[config.mk]
export PLATFORM = sky130hd
export DESIGN_NAME = sorted_priority_message_queue_unit
export DESIGN_NICKNAME = d
export VERILOG_FILES = /design/src/rtl/core/spmq_pkg.sv /design/src/rtl/core/sorted_priority_message_queue_unit.sv /design/src/rtl/core/spmq_ctrl.sv /design/src/rtl/core/spmq_datapath.sv
export SDC_FILE = /design/constraint.sdc
export NUM_CORES = 2
export LEC_CHECK = 0
export BUFFER_PORTS_ARGS = -buffer_cell sky130_fd_sc_hd__buf_2
export CORE_ASPECT_RATIO = 1.5
export CORE_MARGIN = 2
export CORE_UTILIZATION = 40
export CTS_CLUSTER_DIAMETER = 80
export DETAILED_ROUTE_END_ITERATION = 16
export PLACE_DENSITY = 0.55
export SKIP_LAST_GASP = 1
export SLEW_MARGIN = 15
export SYNTH_ARGS = -nofsm -noshare
export SYNTH_HDL_FRONTEND = slang
export SYNTH_SLANG_ARGS = --single-unit
[constraint.sdc]
create_clock -name clk -period 6.8 [get_ports clk]
set_input_delay 0.34 -clock clk [delete_from_list [all_inputs] [get_ports clk]]
set_output_delay 0.34 -clock clk [all_outputs]
set_load 0.02 [all_outputs]
[src/rtl/core/spmq_pkg.sv]
// ----------------------------------------------------------------------------
// spmq_pkg
// shared types, sizes, codes and bit-vector helpers of the priority queue
// ----------------------------------------------------------------------------
package spmq_pkg;

	localparam int DEPTH      = 16;
	localparam int MSG_BITS   = 32;
	localparam int CNT_W      = $clog2(DEPTH + 1);
	localparam int PRIO_W     = 8;
	localparam int MSG_WORD_W = 32;
	localparam int LIVE_W     = 5;

	localparam logic [PRIO_W-1:0] PRIO_SPLIT = 8'd127;

	// request codes
	localparam logic [1:0] REQ_ENQ       = 2'd0;
	localparam logic [1:0] REQ_POP_TAIL  = 2'd1;
	localparam logic [1:0] REQ_POP_EXACT = 2'd2;
	localparam logic [1:0] REQ_POP_BOUND = 2'd3;

	// status codes
	localparam logic [1:0] STS_OK       = 2'd0;
	localparam logic [1:0] STS_EMPTY    = 2'd1;
	localparam logic [1:0] STS_NO_MATCH = 2'd2;
	localparam logic [1:0] STS_FULL     = 2'd3;

	typedef struct packed {
		logic [1:0]            req_type;
		logic [PRIO_W-1:0]     prio;
		logic [MSG_WORD_W-1:0] msg_word;
	} req_t;

	typedef struct packed {
		logic [1:0]            status;
		logic [PRIO_W-1:0]     removed_prio;
		logic [MSG_WORD_W-1:0] removed_msg;
		logic [LIVE_W-1:0]     live_count;
	} rsp_t;

	typedef struct packed {
		logic load;   // capture the incoming request
		logic exec;   // update slots and load the response register
	} dp_cmd_t;

	// keep only the lowest set bit
	function automatic logic [DEPTH-1:0] lowest_oh(input logic [DEPTH-1:0] v);
		return v & (~v + DEPTH'(1));
	endfunction

	function automatic logic [DEPTH-1:0] bit_rev(input logic [DEPTH-1:0] v);
		logic [DEPTH-1:0] r;
		for (int i = 0; i < DEPTH; i++) begin
			r[i] = v[DEPTH-1-i];
		end
		return r;
	endfunction

	// keep only the highest set bit
	function automatic logic [DEPTH-1:0] highest_oh(input logic [DEPTH-1:0] v);
		return bit_rev(lowest_oh(bit_rev(v)));
	endfunction

endpackage

[src/rtl/core/sorted_priority_message_queue_unit.sv]
// ----------------------------------------------------------------------------
// sorted_priority_message_queue_unit
// bounded queue of (priority, message) entries kept sorted highest first
// ----------------------------------------------------------------------------
// usage:
//   request channel (req_valid / req_stall / req_data) carries one request:
//   enqueue, remove tail, remove exact priority, or remove tail if at or
//   below a bound. a request is taken when req_valid is high and req_stall
//   is low at a rising edge of clk.
//   response channel (rsp_valid / rsp_stall / rsp_data) returns exactly one
//   response per request: status, removed entry (zero if none) and the
//   number of entries held afterwards.
//   the controller first captures the request, then performs the parallel
//   compare and slot shift across all DEPTH slots and loads the response
//   register; it takes no new request until both steps are done. the exec
//   step waits while an earlier response is still stalled.
//   a stalled response holds in its output register; the block still takes
//   the next request and finishes it once that register is drained.
//   reset: the queue is empty, no response is pending, req_stall is low.
//   a full queue reports status full and drops the new entry.
// ----------------------------------------------------------------------------
module sorted_priority_message_queue_unit (
	input  logic           clk,
	input  logic           arst_n,
	input  logic           req_valid,
	output logic           req_stall,
	input  spmq_pkg::req_t req_data,
	output logic           rsp_valid,
	input  logic           rsp_stall,
	output spmq_pkg::rsp_t rsp_data
);

	// command bundle from sequencer to slot datapath
	spmq_pkg::dp_cmd_t cmd;

	// sequencer: idle -> exec, holds in exec while the response is stalled
	spmq_ctrl u_ctrl (
		.clk       (clk),
		.arst_n    (arst_n),
		.req_valid (req_valid),
		.req_stall (req_stall),
		.rsp_valid (rsp_valid),
		.rsp_stall (rsp_stall),
		.cmd       (cmd)
	);

	// slots, count, compare/shift logic and response register
	spmq_datapath u_dp (
		.clk     (clk),
		.arst_n  (arst_n),
		.cmd     (cmd),
		.req_in  (req_data),
		.rsp_out (rsp_data)
	);

endmodule

[src/rtl/core/spmq_ctrl.sv]
// ----------------------------------------------------------------------------
// spmq_ctrl
// two-state sequencer: capture a request, then execute it into the response
// ----------------------------------------------------------------------------
module spmq_ctrl (
	input  logic              clk,
	input  logic              arst_n,
	input  logic              req_valid,
	output logic              req_stall,
	output logic              rsp_valid,
	input  logic              rsp_stall,
	output spmq_pkg::dp_cmd_t cmd
);

	typedef enum logic {
		S_IDLE,
		S_EXEC
	} state_t;

	state_t state_q;
	logic   req_stall_q;
	logic   rsp_valid_q;

	always_comb begin
		cmd.load = (state_q == S_IDLE) && req_valid;
		cmd.exec = (state_q == S_EXEC) && (!rsp_valid_q || !rsp_stall);
	end

	always_ff @(posedge clk or negedge arst_n) begin
		if (!arst_n) begin
			state_q     <= S_IDLE;
			req_stall_q <= 1'b0;
			rsp_valid_q <= 1'b0;
		end else begin
			unique case (state_q)
				S_IDLE: begin
					if (req_valid) begin
						state_q     <= S_EXEC;
						req_stall_q <= 1'b1;
					end
				end
				S_EXEC: begin
					// wait here while a finished response is still held
					if (cmd.exec) begin
						state_q     <= S_IDLE;
						req_stall_q <= 1'b0;
					end
				end
			endcase
			if (cmd.exec) begin
				rsp_valid_q <= 1'b1;
			end else if (!rsp_stall) begin
				rsp_valid_q <= 1'b0;
			end
		end
	end

	assign req_stall = req_stall_q;
	assign rsp_valid = rsp_valid_q;

endmodule

[src/rtl/core/spmq_datapath.sv]
// ----------------------------------------------------------------------------
// spmq_datapath
// sorted slot registers with parallel compare, shift insert and shift remove
// ----------------------------------------------------------------------------
module spmq_datapath (
	input  logic              clk,
	input  logic              arst_n,
	input  spmq_pkg::dp_cmd_t cmd,
	input  spmq_pkg::req_t    req_in,
	output spmq_pkg::rsp_t    rsp_out
);

	logic [spmq_pkg::PRIO_W-1:0]   prio_q [spmq_pkg::DEPTH];
	logic [spmq_pkg::MSG_BITS-1:0] msg_q  [spmq_pkg::DEPTH];
	logic [spmq_pkg::CNT_W-1:0]    count_q;
	spmq_pkg::req_t                req_s1;
	spmq_pkg::rsp_t                rsp_q;

	// neighbor taps for shifting
	logic [spmq_pkg::PRIO_W-1:0]   prev_prio [spmq_pkg::DEPTH];
	logic [spmq_pkg::MSG_BITS-1:0] prev_msg  [spmq_pkg::DEPTH];
	logic [spmq_pkg::PRIO_W-1:0]   next_prio [spmq_pkg::DEPTH];
	logic [spmq_pkg::MSG_BITS-1:0] next_msg  [spmq_pkg::DEPTH];

	logic [spmq_pkg::DEPTH-1:0] live, ge, eq, le;
	logic [spmq_pkg::DEPTH-1:0] tail_oh, ins_oh, ins_after, rm_oh, rm_after, pick;
	logic                       full, empty, do_ins, do_rm;
	logic [1:0]                 status;
	logic [spmq_pkg::MSG_BITS-1:0]   new_msg;
	logic [spmq_pkg::MSG_BITS+spmq_pkg::MSG_WORD_W-1:0] msg_in_ext;
	logic [spmq_pkg::MSG_BITS+spmq_pkg::MSG_WORD_W-1:0] msg_out_ext;
	logic [spmq_pkg::PRIO_W-1:0]     rm_prio;
	logic [spmq_pkg::MSG_BITS-1:0]   rm_msg;
	logic [spmq_pkg::CNT_W-1:0]      count_nxt;
	logic [spmq_pkg::CNT_W+spmq_pkg::LIVE_W-1:0] live_ext;

	for (genvar g = 0; g < spmq_pkg::DEPTH; g++) begin : g_tap
		if (g == 0) begin : g_head
			assign prev_prio[g] = '0;
			assign prev_msg[g]  = '0;
		end else begin : g_body
			assign prev_prio[g] = prio_q[g-1];
			assign prev_msg[g]  = msg_q[g-1];
		end
		if (g == spmq_pkg::DEPTH - 1) begin : g_last
			assign next_prio[g] = prio_q[g];
			assign next_msg[g]  = msg_q[g];
		end else begin : g_inner
			assign next_prio[g] = prio_q[g+1];
			assign next_msg[g]  = msg_q[g+1];
		end
	end

	// per-slot compares
	always_comb begin
		for (int i = 0; i < spmq_pkg::DEPTH; i++) begin
			live[i] = spmq_pkg::CNT_W'(i) < count_q;
			ge[i]   = live[i] && (req_s1.prio >= prio_q[i]);
			eq[i]   = live[i] && (req_s1.prio == prio_q[i]);
			le[i]   = prio_q[i] <= req_s1.prio;
		end
	end

	always_comb begin
		full    = count_q == spmq_pkg::CNT_W'(spmq_pkg::DEPTH);
		empty   = count_q == '0;
		tail_oh = live & ~(live >> 1);
		// insert ahead of the first slot at or below the new priority, else after tail
		if (|ge) begin
			ins_oh = spmq_pkg::lowest_oh(ge);
		end else begin
			ins_oh = ~live & {live[spmq_pkg::DEPTH-2:0], 1'b1};
		end
		ins_after = ~(ins_oh - spmq_pkg::DEPTH'(1));
		// high priorities match newest first, low ones oldest first
		if (req_s1.prio > spmq_pkg::PRIO_SPLIT) begin
			pick = spmq_pkg::lowest_oh(eq);
		end else begin
			pick = spmq_pkg::highest_oh(eq);
		end

		status = spmq_pkg::STS_OK;
		rm_oh  = '0;
		do_ins = 1'b0;
		unique case (req_s1.req_type)
			spmq_pkg::REQ_ENQ: begin
				if (full) begin
					status = spmq_pkg::STS_FULL;
				end else begin
					do_ins = 1'b1;
				end
			end
			spmq_pkg::REQ_POP_TAIL: begin
				if (empty) begin
					status = spmq_pkg::STS_EMPTY;
				end else begin
					rm_oh = tail_oh;
				end
			end
			spmq_pkg::REQ_POP_EXACT: begin
				if (empty) begin
					status = spmq_pkg::STS_EMPTY;
				end else if (pick == '0) begin
					status = spmq_pkg::STS_NO_MATCH;
				end else begin
					rm_oh = pick;
				end
			end
			spmq_pkg::REQ_POP_BOUND: begin
				if (empty) begin
					status = spmq_pkg::STS_EMPTY;
				end else if ((tail_oh & le) == '0) begin
					status = spmq_pkg::STS_NO_MATCH;
				end else begin
					rm_oh = tail_oh;
				end
			end
		endcase
		do_rm    = |rm_oh;
		rm_after = ~(rm_oh - spmq_pkg::DEPTH'(1));

		rm_prio = '0;
		rm_msg  = '0;
		for (int i = 0; i < spmq_pkg::DEPTH; i++) begin
			if (rm_oh[i]) begin
				rm_prio = rm_prio | prio_q[i];
				rm_msg  = rm_msg | msg_q[i];
			end
		end

		if (do_ins) begin
			count_nxt = count_q + spmq_pkg::CNT_W'(1);
		end else if (do_rm) begin
			count_nxt = count_q - spmq_pkg::CNT_W'(1);
		end else begin
			count_nxt = count_q;
		end

		msg_in_ext  = {{spmq_pkg::MSG_BITS{1'b0}}, req_s1.msg_word};
		new_msg     = msg_in_ext[spmq_pkg::MSG_BITS-1:0];
		msg_out_ext = {{spmq_pkg::MSG_WORD_W{1'b0}}, rm_msg};
		live_ext    = {{spmq_pkg::LIVE_W{1'b0}}, count_nxt};
	end

	always_ff @(posedge clk) begin
		if (cmd.exec) begin
			for (int i = 0; i < spmq_pkg::DEPTH; i++) begin
				if (do_ins && ins_after[i]) begin
					if (ins_oh[i]) begin
						prio_q[i] <= req_s1.prio;
						msg_q[i]  <= new_msg;
					end else begin
						prio_q[i] <= prev_prio[i];
						msg_q[i]  <= prev_msg[i];
					end
				end else if (do_rm && rm_after[i]) begin
					prio_q[i] <= next_prio[i];
					msg_q[i]  <= next_msg[i];
				end
			end
			rsp_q.status       <= status;
			rsp_q.removed_prio <= rm_prio;
			rsp_q.removed_msg  <= msg_out_ext[spmq_pkg::MSG_WORD_W-1:0];
			rsp_q.live_count   <= live_ext[spmq_pkg::LIVE_W-1:0];
		end
	end

	always_ff @(posedge clk or negedge arst_n) begin
		if (!arst_n) begin
			count_q <= '0;
			req_s1  <= '0;
		end else begin
			if (cmd.load) begin
				req_s1 <= req_in;
			end
			if (cmd.exec) begin
				count_q <= count_nxt;
			end
		end
	end

	assign rsp_out = rsp_q;

endmodule

==> impl_metrics.ini <==
[drt]
wirelength_um = 192000
ant_nets = 0
drtIter0Drc = 5077
vias = 36042
via_per_inst = 6.67
drtPass1Iterations = 8
routedWlPerCell_um = 35.6
drc = 0

[timing]
worst_pin_slew_ns = 1.28
finalHoldViolations = 0
final.setup.tns_ns = 0
max_slew_margin_pct = 14.3
rsz0062_at_grt = no
fin_ws_ns = 0.579
finClkSkew_ns = 0.0259
slew_violations = 0
setup_viol = 0
fmax_ghz = 0.161
fin_crit_sh_pct = 91.5
final.min_clock_period_ns = 6.22

[setup_path]
path_class = flip-flop to flip-flop
critPathCaptureType = flip-flop
worstPathRequired_ns = 7.20
crit_path_start_kind = flip-flop
cp.arrival_ns = 6.62
critPathMaxFanout = 35

[clock_tree]
root_buffer = clkbuf_16
post_cts_resized = 0
cts_made_buffers = 79
post-cts-setup-buffers = 0
h-tree-depth = 3
clkSinkCount = 737
clk_pin_slew_ns = 0.07
clockBufferDepth = 3
cts_tree = yes
clk_latency_ns = 0.69

[placement]
port_buffers = 94
place_congestion = 0.989
post-place-ws_ns = 0.840
hpwl_um = 117000

[logic_synthesis]
ys_top_cells_by_area = edfxtp_1 46%, mux2_2 13%, mux2i_1 7.1%
ys_seq_area_share_pct = 48.8
ys_types = 92
ys_warn_count = 0
postSynthCellCount = 3810
async_reset_ff_share_pct = 6.78
synthFlopType = edfxtp_1
post-synth-top-area-cell = edfxtp_1
syn-cell-area_um2 = 44800
synth_top_area_share_pct = 46.0
synth-edff-count = 687
ys_ff_latch = 737
avgSynthCellArea_um2 = 11.8
syn_nets = 3990

[final_layout]
nets = 4076
layout-area-overhead-vs-synth_pct = 14.2
nFillCells = 10210
drive_gt1_share_pct = 24.9

[worst_hold_path]
hp-class = input port to async pin

[die]
row_count = 150
dieWidth_um = 277
fp.dieArea_um2 = 115000
io_pins = 95
die_h_um = 414
core_area_um2 = 111000
initial_core_util_pct = 40.3

[global_routing]
grt_max_degree = 81
grt.total_usage_pct = 32.7
grt_pass1_vias = 35737
globalRouteOverflowTotal = 0
grt_first_pass_wirelength_um = 269000
antenna_found_initial = 4

[outcome]
status = finished clean

[flow_run]
drv_cap = 0

[pwr]
power_density_nw_per_um2 = 541
leakage_nw = 18.3
vdd_drop_max_uv = 267
==> path summary, 6_finish.rpt <==
check / startpoint / slack [ns] / cells after the start / endpoint
hold reg to reg: u_ctrl.req_stall / 0.47 / 1 / u_ctrl.req_stall
hold / removal: arst_n / 0.18 / 2 / u_dp.new_msg[2]
setup / recovery: u_dp.req_s1[39] / 0.58 / 15 / u_dp.msg_q[0][10]
max in group asynchronous: arst_n / 5.60 / 3 / u_dp.req_s1[41]
min in group clk: req_data[35] / 0.41 / 4 / u_dp.req_s1[35]
setup reg to reg: u_dp.req_s1[39] / 0.58 / 15 / u_dp.msg_q[0][10]
==> registers in the layout, indices dropped and copies added (netlist names) <==
name	flops
u_dp.count_q	5
u_ctrl.req_stall	1
u_dp.prio_q	128
u_dp.msg_q	512
u_dp.new_msg	32
u_ctrl.state_q	1
u_dp.rsp_out	47
u_dp.req_s1	10
u_ctrl.rsp_valid	1
==> power breakdown <==
group | internal (mW) | switching (mW)
Sequential | 7.92 | 1.91
Clock | 2.46 | 2.02
Combinational | 5.27 | 8.13
==> through the flow <==
| stage | hold slack (ns) | instances | power [mW] | utilization, % | area (µm²) |
|---|---|---|---|---|---|
| detailed placement | 0.371 | 5214 | 22.9 | 43.3 | 48200 |
| floorplan | 0.0444 | 3810 | 17.3 | - | 44800 |
| CTS | 0.198 | 5405 | 27.4 | 46.0 | 51200 |
| finish | 0.181 | 5407 | 27.7 | 46.0 | 51200 |
| global route | 0.224 | 5406 | 28.8 | 46.0 | 51200 |
| global placement | 0.371 | 5214 | 22.7 | 43.3 | 48200 |
==> worst max-delay path, cell delays in order, from the launching register on <==
cell and delay [ns]:
dfrtp_1 0.38, buf_4 0.28, ha_1 0.40, nand4_1 0.22
nor3b_1 0.74, nor3_2 0.24, and3_1 0.27, a21oi_1 0.39
nor2b_1 0.38, o211ai_1 0.15, a211o_1 0.43, or4_1 0.62
nor2_2 0.33, nor3_2 0.11, o21bai_4 0.52, buf_4 0.42
==> synthesized netlist by cell type (all sizes together) (41+ instances only) <==
library cell,number
and2,53
mux2,568
a22o,84
dfrtp,50
nor2,134
ha,134
mux2i,319
a21oi,117
clkbuf,195
inv,110
a221o,41
o21ai,273
buf,101
a221oi,123
nand3,68
a222oi,80
edfxtp,687
nand2,323
==> cell families after synthesis <==
kind of cell | share of synthesized area (%)
compound gates | 13.7
mux | 21.4
xor+xnor | 0.469
simple gates | 8.09
buf+inv | 3.75
flops | 48.8
fa+ha+maj | 3.74
==> final cells by class <==
cell class	instances	area, µm²	share of cell area [%]
Antenna cell	2	5.00	0.00977
Timing Repair Buffer	301	2730	5.33
Clock buffer	114	2230	4.35
Multi-Input combinational cell	2666	21800	42.6
Clock inverter	32	332	0.647
Inverter	111	418	0.816
Sequential cell	737	21900	42.7
Tap cell	1444	1810	3.53
==> layer usage <==
metal  share of wire [%]  GRT usage, %  vias up  routed length [µm]
met4                 6.6          19.4        4               12700
li1                    -             -    15030                   -
met2                  48          54.3     2247               91500
met3                 9.0          6.08      628               17400
met5               0.015             0        -                  28
met1                  37          39.5    18133               70800
==> what timing repair did <==
item / CTS / global route
endpoints found under the hold margin: 65 / 0
setup endpoints to repair: 0 / 0
hold buffers: 45 / 0
==> cell usage in the layout, fill, tap and decap left out, types with 24 or more instances in the layout <==
master and n:
ha_1 134, mux2_2 523, and2_1 53, a222oi_1 80, buf_4 116, buf_2 93, clkbuf_1 24, nand4_1 35
dlygate4sd3_1 45, inv_1 109, nand3_1 68, clkbuf_16 80, a21oi_1 114, edfxtp_1 687, a221oi_1 122, o21ai_0 262
a22o_1 83, dfrtp_1 50, buf_12 47, nor3_1 28, mux2_1 45, nand2_1 322, nor2_1 131, mux2i_1 319
a221o_1 41
Note: power is estimated with default switching activity, not from simulation.
